===== config.mk =====
export PLATFORM = sky130hd
export DESIGN_NAME = lidar_scan_space_classifier
export DESIGN_NICKNAME = d
export VERILOG_FILES = /design/src/lssc_pkg.sv /design/src/lidar_scan_space_classifier.sv /design/src/lssc_classify.sv
export SDC_FILE = /design/constraint.sdc
export NUM_CORES = 1
export LEC_CHECK = 0
export BUFFER_PORTS_ARGS = -buffer_cell sky130_fd_sc_hd__buf_2
export CAP_MARGIN = 20
export CORE_MARGIN = 3
export CORE_UTILIZATION = 35
export DETAILED_ROUTE_END_ITERATION = 10
export GPL_TIMING_DRIVEN = 0
export HOLD_SLACK_MARGIN = 0.06
export SETUP_SLACK_MARGIN = 0.3
export SLEW_MARGIN = 15
export SYNTH_ARGS = -nofsm -noshare
export SYNTH_HDL_FRONTEND = slang
export SYNTH_SLANG_ARGS = --single-unit

===== constraint.sdc =====
create_clock -name clk -period 7.53 [get_ports clk]
set_input_delay 0.3765 -clock clk [delete_from_list [all_inputs] [get_ports clk]]
set_output_delay 0.3765 -clock clk [all_outputs]
set_load 0.05 [all_outputs]

===== src/lssc_pkg.sv =====
// ----------------------------------------------------------------------------
// Lidar scan space classifier package
// Shared widths, class codes, limits and the per-scan summary passed from the
// accumulator stage to the classifier.
// ----------------------------------------------------------------------------
`default_nettype none

package lssc_pkg;

  // Largest number of samples that one scan may contribute.
  localparam int unsigned MAX_SAMPLES = 4096;

  localparam int unsigned RANGE_W = 16;
  localparam int unsigned COUNT_W = $clog2(MAX_SAMPLES + 1);
  localparam int unsigned TOTAL_W = $clog2(MAX_SAMPLES * 65535 + 1);

  // Field widths of the result item.
  localparam int unsigned CLASS_W         = 3;
  localparam int unsigned VALID_SAMPLES_W = 13;

  localparam int unsigned CFG_INDEX_W = 1;

  // Classification thresholds in millimetres.
  localparam logic [RANGE_W-1:0] NEAR_LIMIT_MM    = RANGE_W'(800);
  localparam logic [RANGE_W-1:0] DISTANT_LIMIT_MM = RANGE_W'(2000);
  localparam logic [RANGE_W-1:0] TIGHT_MIN_MM     = RANGE_W'(600);
  localparam logic [RANGE_W-1:0] OPEN_MAX_MM      = RANGE_W'(3000);

  typedef enum logic [CFG_INDEX_W-1:0] {
    REG_RANGE_FLOOR   = 1'd0,
    REG_RANGE_CEILING = 1'd1
  } cfg_reg_t;

  typedef enum logic [CLASS_W-1:0] {
    CLASS_UNKNOWN = 3'd0,
    CLASS_ROOM    = 3'd1,
    CLASS_HALLWAY = 3'd2,
    CLASS_DOORWAY = 3'd3,
    CLASS_NARROW  = 3'd4
  } space_class_t;

  // Final accumulator values of one scan.
  typedef struct packed {
    logic [COUNT_W-1:0] valid_count;
    logic [COUNT_W-1:0] near_count;
    logic [COUNT_W-1:0] distant_count;
    logic [RANGE_W-1:0] least_range;
    logic [RANGE_W-1:0] greatest_range;
    logic [TOTAL_W-1:0] range_total;
    logic               overflow_seen;
  } scan_summary_t;

endpackage

`default_nettype wire


===== src/lidar_scan_space_classifier.sv =====
// ----------------------------------------------------------------------------
// Lidar scan space classifier
// Accumulates valid range samples of a scan and emits one space class at the
// end of each scan.
// ----------------------------------------------------------------------------
// The block takes one range sample per clock cycle, unless its input is held as
// described below, and returns one result per scan. A scan's last sample moves
// from the input register into the accumulators and the scan snapshot, and then
// through the classifier into the result register. Each sample only updates
// running counters, the least and greatest range and the range sum, so the
// block keeps a rate of one sample per cycle. A scan's last sample waits in
// the input register only while an earlier scan's snapshot cannot move on.
// Samples beyond the per-scan limit are dropped and flagged in the result.
// Range limits should be written only while no scan is in flight.
`default_nettype none

module lidar_scan_space_classifier
  import lssc_pkg::*;
(
  input  wire                       clk,
  input  wire                       rst,
  // Configuration write channel.
  input  wire                       cfg_valid,
  output logic                      cfg_ready,
  input  wire [CFG_INDEX_W-1:0]     cfg_index,
  input  wire [RANGE_W-1:0]         cfg_data,
  // Sample stream.
  input  wire                       s_tvalid,
  output logic                      s_tready,
  input  wire [15:0]                s_tdata,   // [15:0] range_mm
  input  wire                       s_tuser,   // [0] not_finite
  input  wire                       s_tlast,   // scan_end
  // Result stream.
  output logic                      m_tvalid,
  input  wire                       m_tready,
  output logic [15:0]               m_tdata,   // [2:0] space_class, [15:3] valid_samples
  output logic                      m_tuser    // [0] scan_overflow
);

  // Configuration registers.
  logic [RANGE_W-1:0] range_floor;
  logic [RANGE_W-1:0] range_ceiling;

  assign cfg_ready = 1'b1;

  always_ff @(posedge clk) begin
    if (rst) begin
      range_floor   <= '0;
      range_ceiling <= '1;
    end else if (cfg_valid && cfg_ready) begin
      case (cfg_reg_t'(cfg_index))
        REG_RANGE_FLOOR:   range_floor   <= cfg_data;
        REG_RANGE_CEILING: range_ceiling <= cfg_data;
        default: ;
      endcase
    end
  end

  // Input register.
  logic               in_valid;
  logic [RANGE_W-1:0] in_range;
  logic               in_bad;
  logic               in_last;

  // Pipeline flow control.
  logic snap_valid;
  logic out_ready;
  logic snap_ready;
  logic in_move;

  assign out_ready  = !m_tvalid || m_tready;
  assign snap_ready = !snap_valid || out_ready;
  assign in_move    = in_valid && (!in_last || snap_ready);
  assign s_tready   = !in_valid || in_move;

  always_ff @(posedge clk) begin
    if (rst) begin
      in_valid <= 1'b0;
    end else if (s_tready) begin
      in_valid <= s_tvalid;
    end
  end

  always_ff @(posedge clk) begin
    if (s_tvalid && s_tready) begin
      in_range <= s_tdata[RANGE_W-1:0];
      in_bad   <= s_tuser;
      in_last  <= s_tlast;
    end
  end

  // Scan accumulators.
  logic [COUNT_W-1:0] sample_count;
  logic [COUNT_W-1:0] valid_count;
  logic [COUNT_W-1:0] near_count;
  logic [COUNT_W-1:0] distant_count;
  logic [RANGE_W-1:0] least_range;
  logic [RANGE_W-1:0] greatest_range;
  logic [TOTAL_W-1:0] range_total;
  logic               overflow_seen;

  logic               scan_full;
  logic               sample_ok;
  logic [COUNT_W-1:0] sample_count_next;
  scan_summary_t      summary_next;

  assign scan_full = (sample_count >= COUNT_W'(MAX_SAMPLES));
  assign sample_ok = !scan_full && !in_bad &&
                     (in_range >= range_floor) && (in_range <= range_ceiling);

  always_comb begin
    sample_count_next            = scan_full ? sample_count : sample_count + 1'b1;
    summary_next.overflow_seen   = overflow_seen || scan_full;
    summary_next.valid_count     = valid_count;
    summary_next.near_count      = near_count;
    summary_next.distant_count   = distant_count;
    summary_next.least_range     = least_range;
    summary_next.greatest_range  = greatest_range;
    summary_next.range_total     = range_total;
    if (sample_ok) begin
      summary_next.valid_count = valid_count + 1'b1;
      if (in_range < least_range) begin
        summary_next.least_range = in_range;
      end
      if (in_range > greatest_range) begin
        summary_next.greatest_range = in_range;
      end
      summary_next.range_total = range_total + TOTAL_W'(in_range);
      if (in_range < NEAR_LIMIT_MM) begin
        summary_next.near_count = near_count + 1'b1;
      end else if (in_range >= DISTANT_LIMIT_MM) begin
        summary_next.distant_count = distant_count + 1'b1;
      end
    end
  end

  // The last sample of a scan goes into the snapshot and the accumulators
  // start over for the next scan.
  always_ff @(posedge clk) begin
    if (rst || (in_move && in_last)) begin
      sample_count   <= '0;
      valid_count    <= '0;
      near_count     <= '0;
      distant_count  <= '0;
      least_range    <= '1;
      greatest_range <= '0;
      range_total    <= '0;
      overflow_seen  <= 1'b0;
    end else if (in_move) begin
      sample_count   <= sample_count_next;
      valid_count    <= summary_next.valid_count;
      near_count     <= summary_next.near_count;
      distant_count  <= summary_next.distant_count;
      least_range    <= summary_next.least_range;
      greatest_range <= summary_next.greatest_range;
      range_total    <= summary_next.range_total;
      overflow_seen  <= summary_next.overflow_seen;
    end
  end

  // Snapshot of a finished scan.
  scan_summary_t snap;

  always_ff @(posedge clk) begin
    if (rst) begin
      snap_valid <= 1'b0;
    end else if (in_move && in_last) begin
      snap_valid <= 1'b1;
    end else if (out_ready) begin
      snap_valid <= 1'b0;
    end
  end

  always_ff @(posedge clk) begin
    if (in_move && in_last) begin
      snap <= summary_next;
    end
  end

  space_class_t snap_class;

  lssc_classify u_classify (
    .summary     (snap),
    .space_class (snap_class)
  );

  // Result register.
  always_ff @(posedge clk) begin
    if (rst) begin
      m_tvalid <= 1'b0;
    end else if (out_ready) begin
      m_tvalid <= snap_valid;
    end
  end

  always_ff @(posedge clk) begin
    if (out_ready && snap_valid) begin
      m_tdata <= {VALID_SAMPLES_W'(snap.valid_count), snap_class};
      m_tuser <= snap.overflow_seen;
    end
  end

  // Checks on the accumulator bookkeeping.
  property p_valid_le_samples;
    @(posedge clk) disable iff (rst) valid_count <= sample_count;
  endproperty
  a_valid_le_samples: assert property (p_valid_le_samples)
    else $error("valid sample count exceeds sample count");

  property p_bins_le_valid;
    @(posedge clk) disable iff (rst)
      (COUNT_W + 1)'(near_count) + (COUNT_W + 1)'(distant_count) <= (COUNT_W + 1)'(valid_count);
  endproperty
  a_bins_le_valid: assert property (p_bins_le_valid)
    else $error("near and distant counts exceed valid count");

  property p_empty_extremes;
    @(posedge clk) disable iff (rst)
      (valid_count == '0) |-> (least_range == '1 && greatest_range == '0 && range_total == '0);
  endproperty
  a_empty_extremes: assert property (p_empty_extremes)
    else $error("extremes or sum changed without a valid sample");

  property p_overflow_only_full;
    @(posedge clk) disable iff (rst)
      overflow_seen |-> (sample_count == COUNT_W'(MAX_SAMPLES));
  endproperty
  a_overflow_only_full: assert property (p_overflow_only_full)
    else $error("overflow flagged before the scan limit was reached");

  property p_snapshot_loaded;
    @(posedge clk) disable iff (rst)
      (in_move && in_last) |=> snap_valid;
  endproperty
  a_snapshot_loaded: assert property (p_snapshot_loaded)
    else $error("scan end did not produce a snapshot");

endmodule

`default_nettype wire


===== src/lssc_classify.sv =====
// ----------------------------------------------------------------------------
// Scan classifier
// Sorts one finished scan into a space class. Ratio and mean tests are done
// as integer cross-multiplications by small constants.
// ----------------------------------------------------------------------------
`default_nettype none

module lssc_classify
  import lssc_pkg::*;
(
  input  wire scan_summary_t summary,
  output space_class_t       space_class
);

  localparam int unsigned RATIO_W = COUNT_W + 4;
  localparam int unsigned MEAN_W  = (TOTAL_W > COUNT_W + 11) ? TOTAL_W : COUNT_W + 11;

  logic [RATIO_W-1:0] near_x10;
  logic [RATIO_W-1:0] distant_x10;
  logic [RATIO_W-1:0] n_x7;
  logic [RATIO_W-1:0] n_x4;
  logic [RATIO_W-1:0] n_x3;
  logic [RATIO_W-1:0] n_x2;
  logic [MEAN_W-1:0]  n_x1000;
  logic [MEAN_W-1:0]  n_x1500;
  logic [MEAN_W-1:0]  total_ext;

  assign near_x10    = RATIO_W'(summary.near_count) * RATIO_W'(10);
  assign distant_x10 = RATIO_W'(summary.distant_count) * RATIO_W'(10);
  assign n_x7        = RATIO_W'(summary.valid_count) * RATIO_W'(7);
  assign n_x4        = RATIO_W'(summary.valid_count) * RATIO_W'(4);
  assign n_x3        = RATIO_W'(summary.valid_count) * RATIO_W'(3);
  assign n_x2        = RATIO_W'(summary.valid_count) * RATIO_W'(2);
  assign n_x1000     = MEAN_W'(summary.valid_count) * MEAN_W'(1000);
  assign n_x1500     = MEAN_W'(summary.valid_count) * MEAN_W'(1500);
  assign total_ext   = MEAN_W'(summary.range_total);

  always_comb begin
    if (summary.valid_count == '0) begin
      space_class = CLASS_UNKNOWN;
    end else if (summary.least_range < TIGHT_MIN_MM && near_x10 > n_x7) begin
      space_class = (total_ext < n_x1000) ? CLASS_NARROW : CLASS_DOORWAY;
    end else if (distant_x10 > n_x3 && summary.greatest_range > OPEN_MAX_MM) begin
      space_class = CLASS_ROOM;
    end else if (near_x10 > n_x4 && total_ext < n_x1500) begin
      space_class = CLASS_HALLWAY;
    end else if (distant_x10 > n_x2) begin
      space_class = CLASS_ROOM;
    end else begin
      space_class = CLASS_HALLWAY;
    end
  end

endmodule

`default_nettype wire


### Word level (Yosys, flattened, before mapping)

Index checks and enable logic that the tools add are counted.

| operators by class | value |
|---|---|
| mux-type cells | 13 |
| multiply operators | 6 |
| reductions and logical operators | 27 |
| magnitude comparators | 15 |
| add/sub/neg operators | 5 |
| bitwise operators | 2 |

Operators with widths:

| operator | count |
|---|---|
| 99-bit 2-to-1 mux | 1 |
| 13-bit by 1-bit adder with 13-bit output, second input constant | 4 |
| 13-bit by 3-bit multiplier with 16-bit output, second input constant | 3 |
| 13-bit 2-to-1 mux | 3 |
| 17-bit by 15-bit greater-than comparator with 1-bit output | 2 |
| 16-bit by 10-bit less-than comparator with 1-bit output, second input constant | 2 |
| 16-bit 2-to-1 mux | 2 |
| 28-bit by 16-bit adder with 28-bit output | 1 |
| 28-bit by 23-bit less-than comparator with 1-bit output | 1 |
| 28-bit by 24-bit less-than comparator with 1-bit output | 1 |
| 13-bit by 9-bit multiplier with 22-bit output, second input constant | 1 |
| 13-bit by 7-bit multiplier with 20-bit output, second input constant | 1 |
| 17-bit by 14-bit greater-than comparator with 1-bit output | 1 |
| 17-bit by 16-bit greater-than comparator with 1-bit output | 1 |
| 16-bit by 11-bit greater-or-equal comparator with 1-bit output, second input constant | 1 |
| 16-bit greater-or-equal comparator | 1 |
| 16-bit by 12-bit greater-than comparator with 1-bit output, second input constant | 1 |
| 16-bit greater-than comparator | 1 |
| 16-bit less-or-equal comparator | 1 |
| 16-bit less-than comparator | 1 |
| 13-bit by 2-bit multiplier with 15-bit output, second input constant | 1 |
| 13-bit greater-or-equal comparator, second input constant | 1 |
| 13-bit zero test | 1 |
| 3-bit 2-to-1 mux | 4 |
| other kinds (8) | 31 |

| word-level totals | value |
|---|---|
| output and inout bits | 20 |
| word-level logic and storage cells | 94 |
| register bits | 283 |

### Logic depth before layout (Yosys ltp)

| logic depth | value |
|---|---|
| depth after elaboration | 7 |
| depth in mapped cells | 25 |
| depth with buffers taken out | 25 |

### By module

From an unflattened synthesis, not the netlist that was laid out.

| second synthesis, totals | value |
|---|---|
| cell total of the unflattened synthesis | 2,391 |
| area, all modules | 22,470.3 um^2 |

By module, submodules not included:

| module | sequential area each (um^2) | area an instance (um^2) | times used | cells each |
|---|---|---|---|---|
| lidar_scan_space_classifier | 7,016.7 | 13,691.9 | 1 | 1,365 |
| lssc_classify | 0.0 | 8,778.4 | 1 | 1,026 |

### Worst setup path before layout

OpenSTA, ideal clock, no wires.

| timing path | value |
|---|---|
| path kind | reg2reg |
| start point | register snap[89] in the netlist's numbering |
| end point | register m_tdata[1] (data pin) |
| arrival time | 5.645 ns |
| period minus slack after synthesis | 5.900 ns |
| cell stages (with the launch flop) | 25 |
| path slack | 1.630 ns |
| buffers on the path | 0 |
| data required time | 7.274 ns |
| cell sequence | edfxtp_1 > inv_1 > fa_1 > inv_1 > fa_1 > fa_1 > inv_1 > fa_1 > inv_1 > ha_1 > nand2_1 > a2bb2oi_1 > a21oi_1 > a41o_1 > o31ai_1 > o2111ai_1 > a21oi_1 > xor2_1 > ha_1 > a211oi_1 > o211ai_1 > a21oi_1 > o2111ai_1 > and2_1 > o211a_1 |

| on the way | value |
|---|---|
| longest elaborated chain between the ends | 6 |
| elaborated cells between the ends (all ways) | 19 |

RTL lines:

| item | line | text |
|---|---|---|
| start, declared | lidar_scan_space_classifier.sv:162 | `scan_summary_t snap;` |
| start signal, assigned | lidar_scan_space_classifier.sv:176 | `snap <= summary_next;` |
| 13-bit by 9-bit multiplier with 22-bit output | lssc_classify.sv:35 | `assign n_x1500 = MEAN_W'(summary.valid_count) * MEAN_W'(1500);` |
| 28-bit by 24-bit less-than comparator with 1-bit output | lssc_classify.sv:45 | `end else if (near_x10 > n_x4 && total_ext < n_x1500) begin` |
| 1-bit logical AND | lssc_classify.sv:45 |  |
| 3-bit 2-to-1 mux | lssc_classify.sv:45 |  |
| 3-bit 2-to-1 mux | lssc_classify.sv:43 | `end else if (distant_x10 > n_x3 && summary.greatest_range > OPEN_MAX_MM) begin` |
| 3-bit 2-to-1 mux | lssc_classify.sv:41 | `end else if (summary.least_range < TIGHT_MIN_MM && near_x10 > n_x7) begin` |
| end signal, assigned | lidar_scan_space_classifier.sv:198 | `m_tdata <= {VALID_SAMPLES_W'(snap.valid_count), snap_class};` |
| end, declared | lidar_scan_space_classifier.sv:36 | `output logic [15:0] m_tdata,` |

Parallel ways exist; a longest one is shown, timed or not.
A chain may end at the register's enable or synchronous reset.

### Worst setup path after layout

Same ends and word-level chain as after synthesis.

==> impl_metrics.toml <==
[status]
outcome = "complete, no violations"

[cells_and_area]
fillers = 6434
n_antenna_cell = 0
multiInputGateArea_sq_um = 14900
final_cells = 3493
drive_above_1_share_pct = 9.33
final_nets = 3069
syn_to_final_growth_pct = 13.0
finish.instance_area_sq_um = 26100
regArea_sq_um = 6870

[critical_path]
cp.arrival_ps = 7110
path_class = "reg -> reg"
endpoint_kind = "flop"
worstPathRequired_ps = 7820
crit_fanout = 5
cp-start-kind = "flop"

[clocking]
htree_levels = 2
clk_latency_ps = 550
cts_max_path_buffers = 3
numCtsBuffers = 35
cts_num_sinks = 278
clk_pin_slew_ps = 60
cts_tree = "done"
cts_root_buf = "clkbuf_16"

[place]
port_buffers = 58
place_hpwl_um = 52300
place.gp.congestion = 0.930
postPlaceCellArea_sq_um = 24500
dp.cells = 3378
pre_cts_slack_ps = 80.9

[synthesis]
synth_top_flop_cell = "dfxtp_1"
synth_top_area_share_pct = 18.0
synthTopCellsByArea = "ha_1, edfxtp_1, dfxtp_1"
yosys_warnings = 0
syn_area_sq_um = 23100
postSynth.asyncResetShare_pct = 0
ys_ff_latch = 278
synth_top_area_cell = "ha_1"
synth-edff-count = 130
syn_area_per_cell_sq_um = 9.39
synth_nets = 2921
synth_cells = 2463
synth_cell_types = 82
yosysSeqAreaShare_pct = 29.7

[routing]
viasPerCell = 5.46
first_pass_iters = 5
postRouteWirelength_um = 66700
drt-initial-drc-count = 1458
final_antenna_net_count = 0
drc = 0
vias = 19065
wl_per_cell_um = 19.1

[grt]
grt.met2_usage_pct = 32.3
antenna_found_initial = 0
grt_max_degree = 41
grt_pass1_vias = 19451
met1_usage_pct = 24.0
grt-busiest-layer = "met2"
use_met3_pct = 2.64
grt_usage_pct = 18.9
grt_pass1_wl_um = 105000
overflow = 0

[sta]
maxSlewHeadroom_pct = 42.9
worst_slew_pin_slew_ps = 856
finalClockSkew_ps = 20.5
fmax_ghz = 0.147
fin_ws_ps = 708
hold_ws_ps = 82.7
rsz0062_at_grt = "no"
fin_crit_sh_pct = 90.6
setup_viol = 0
hold_viol = 0
period_minus_slack_ps = 6820
drv_slew = 0
setup_tns_ps = 0

[hold_path]
hold_class = "in -> reg"

[floorplan]
core_sq_um = 64900
io_pins = 60
die_w_um = 263
initial_core_util_pct = 35.6
die_h_um = 263
die_area_sq_um = 69200
row_count = 93

[power_and_ir_drop]
vdd_drop_max_mv = 0.169
cellPowerDensity_nw_per_um2 = 158
p_leak_nw = 11.8

[run]
maxCapViolations = 0
worst max-delay path: stages, from the launching register on:
cell       delay [ps]
edfxtp_1          410
inv_1             250
fa_1              460
inv_1             160
fa_1              460
fa_1              530
inv_1              50
fa_1              500
inv_1              40
ha_1              340
nand2_1           100
a2bb2oi_1         280
a21oi_1           150
a41o_1            310
o31ai_2           280
o2111ai_1         190
a21oi_1           210
xor2_1            230
ha_1              280
a211oi_1          290
o211ai_1          180
a21oi_1           190
o2111ai_2         280
and2_1            250
o211a_1           130
path summary, 6_finish.rpt:
check,cells past startpoint,slack [ps],end,from
worst min-delay path,3,80,range_floor[5]$_SDFFE_PP0P_,cfg_data[5]
worst min register to register,0,420,m_tuser$_DFFE_PP_,snap[0]$_DFFE_PP_
worst max-delay path,24,710,m_tdata[1]$_SDFFCE_PP0P_,snap[89]$_DFFE_PP_
worst max register to register,24,710,m_tdata[1]$_SDFFCE_PP0P_,snap[89]$_DFFE_PP_
per-layer routing:
| metal | part of all wire [%] | wire (um) | up-vias |
|---|---|---|---|
| met5 | 0 | 0 | - |
| met4 | 4.1 | 2770 | 0 |
| met3 | 5.2 | 3460 | 149 |
| met2 | 48 | 31800 | 599 |
| met1 | 43 | 28700 | 9163 |
| li1 | - | - | 9154 |
metrics by stage:
step / total power, mW / util [%]
finish: 4.12 / 40.2
global route: 4.32 / 40.2
CTS: 4.15 / 39.9
detailed placement: 2.49 / 37.8
global placement: 2.47 / 37.7
floorplan: 2.23 / -
what timing repair did:
action	CTS	global route
hold endpoints to repair	22	0
hold buffers	22	0
setup endpoints to repair	2	3
buffers inserted	3	26
resized for setup	1	6
kinds of logic (layout without fill, tap and decap cells):
family / count (synthesis) / in the layout / synth area share, %
DFF: 278 / 278 / 29.7
AOI/OAI and AO/OA: 507 / 507 / 14.6
adders and majority gates: 418 / 418 / 25.4
and+or+nand+nor: 692 / 692 / 15.5
other: 1 / 1 / 0.0162
buffers and inverters: 357 / 532 / 6.04
muxes: 82 / 82 / 3.92
xor gates and xnor gates: 128 / 128 / 4.85
where the power goes:
group	internal (mW)	switching [mW]	total (mW)
Sequential	1.63	0.0548	1.68
Clock	0.940	0.698	1.64
Combinational	0.306	0.497	0.803
Total	2.87	1.25	4.12
area by class of cell:
| class | instances | share of cell area, % |
|---|---|---|
| Multi-Input combinational cell | 1828 | 57.0 |
| Sequential cell | 278 | 26.3 |
| Tap cell | 855 | 4.10 |
| Inverter | 265 | 3.81 |
| Clock buffer | 43 | 3.58 |
| Timing Repair Buffer | 111 | 2.94 |
| Buffer | 92 | 1.55 |
| Clock inverter | 21 | 0.714 |
synthesized netlist by cell type (all sizes together) (9+ instances only):
cell type / instances
clkbuf: 60
mux2: 44
a21o: 43
nand3: 78
nand2: 150
xor2: 47
and2: 22
o21a: 26
a31oi: 16
xnor2: 81
dfxtp: 148
nand2b: 20
a211oi: 16
a211o: 26
o211ai: 11
nor3: 46
nor2: 128
mux2i: 38
fa: 86
edfxtp: 130
or4: 19
nand4: 70
a31o: 10
o311ai: 16
ha: 332
inv: 265
o31ai: 37
nor2b: 31
a2111oi: 9
or2: 9
buf: 32
or3: 36
and3: 51
o21ai: 91
nor4: 14
a21oi: 149
cell usage in the layout, fill, tap and decap left out, types with 25 or more instances in the layout:
| cell | n |
|---|---|
| clkbuf_16 | 35 |
| nor2b_1 | 30 |
| mux2i_1 | 38 |
| fa_1 | 86 |
| and3_1 | 51 |
| o21a_1 | 26 |
| a21o_1 | 43 |
| nor2_1 | 128 |
| nand3_1 | 77 |
| buf_4 | 32 |
| mux2_2 | 36 |
| ha_1 | 332 |
| buf_2 | 75 |
| xor2_1 | 47 |
| or3_1 | 36 |
| nand2_1 | 149 |
| xnor2_1 | 81 |
| clkbuf_1 | 64 |
| inv_1 | 264 |
| nand4_1 | 70 |
| nor3_1 | 44 |
| dfxtp_1 | 148 |
| a211o_1 | 25 |
| a21oi_1 | 149 |
| o31ai_1 | 36 |
| edfxtp_1 | 130 |
| o21ai_0 | 86 |
flip-flops by register name, summed over array words and instances (netlist names), named ones only:
register	flops
snap	95
m_tuser	1
in_last	1
range_ceiling	16
valid_count	13
snap_valid	1
in_valid	1
sample_count	13
m_tvalid	1
overflow_seen	1
m_tdata	16
near_count	13
least_range	13
range_total	26
in_bad	1
range_floor	16
distant_count	13
in_range	16
greatest_range	16
Note: power is estimated with default switching activity, not from simulation.
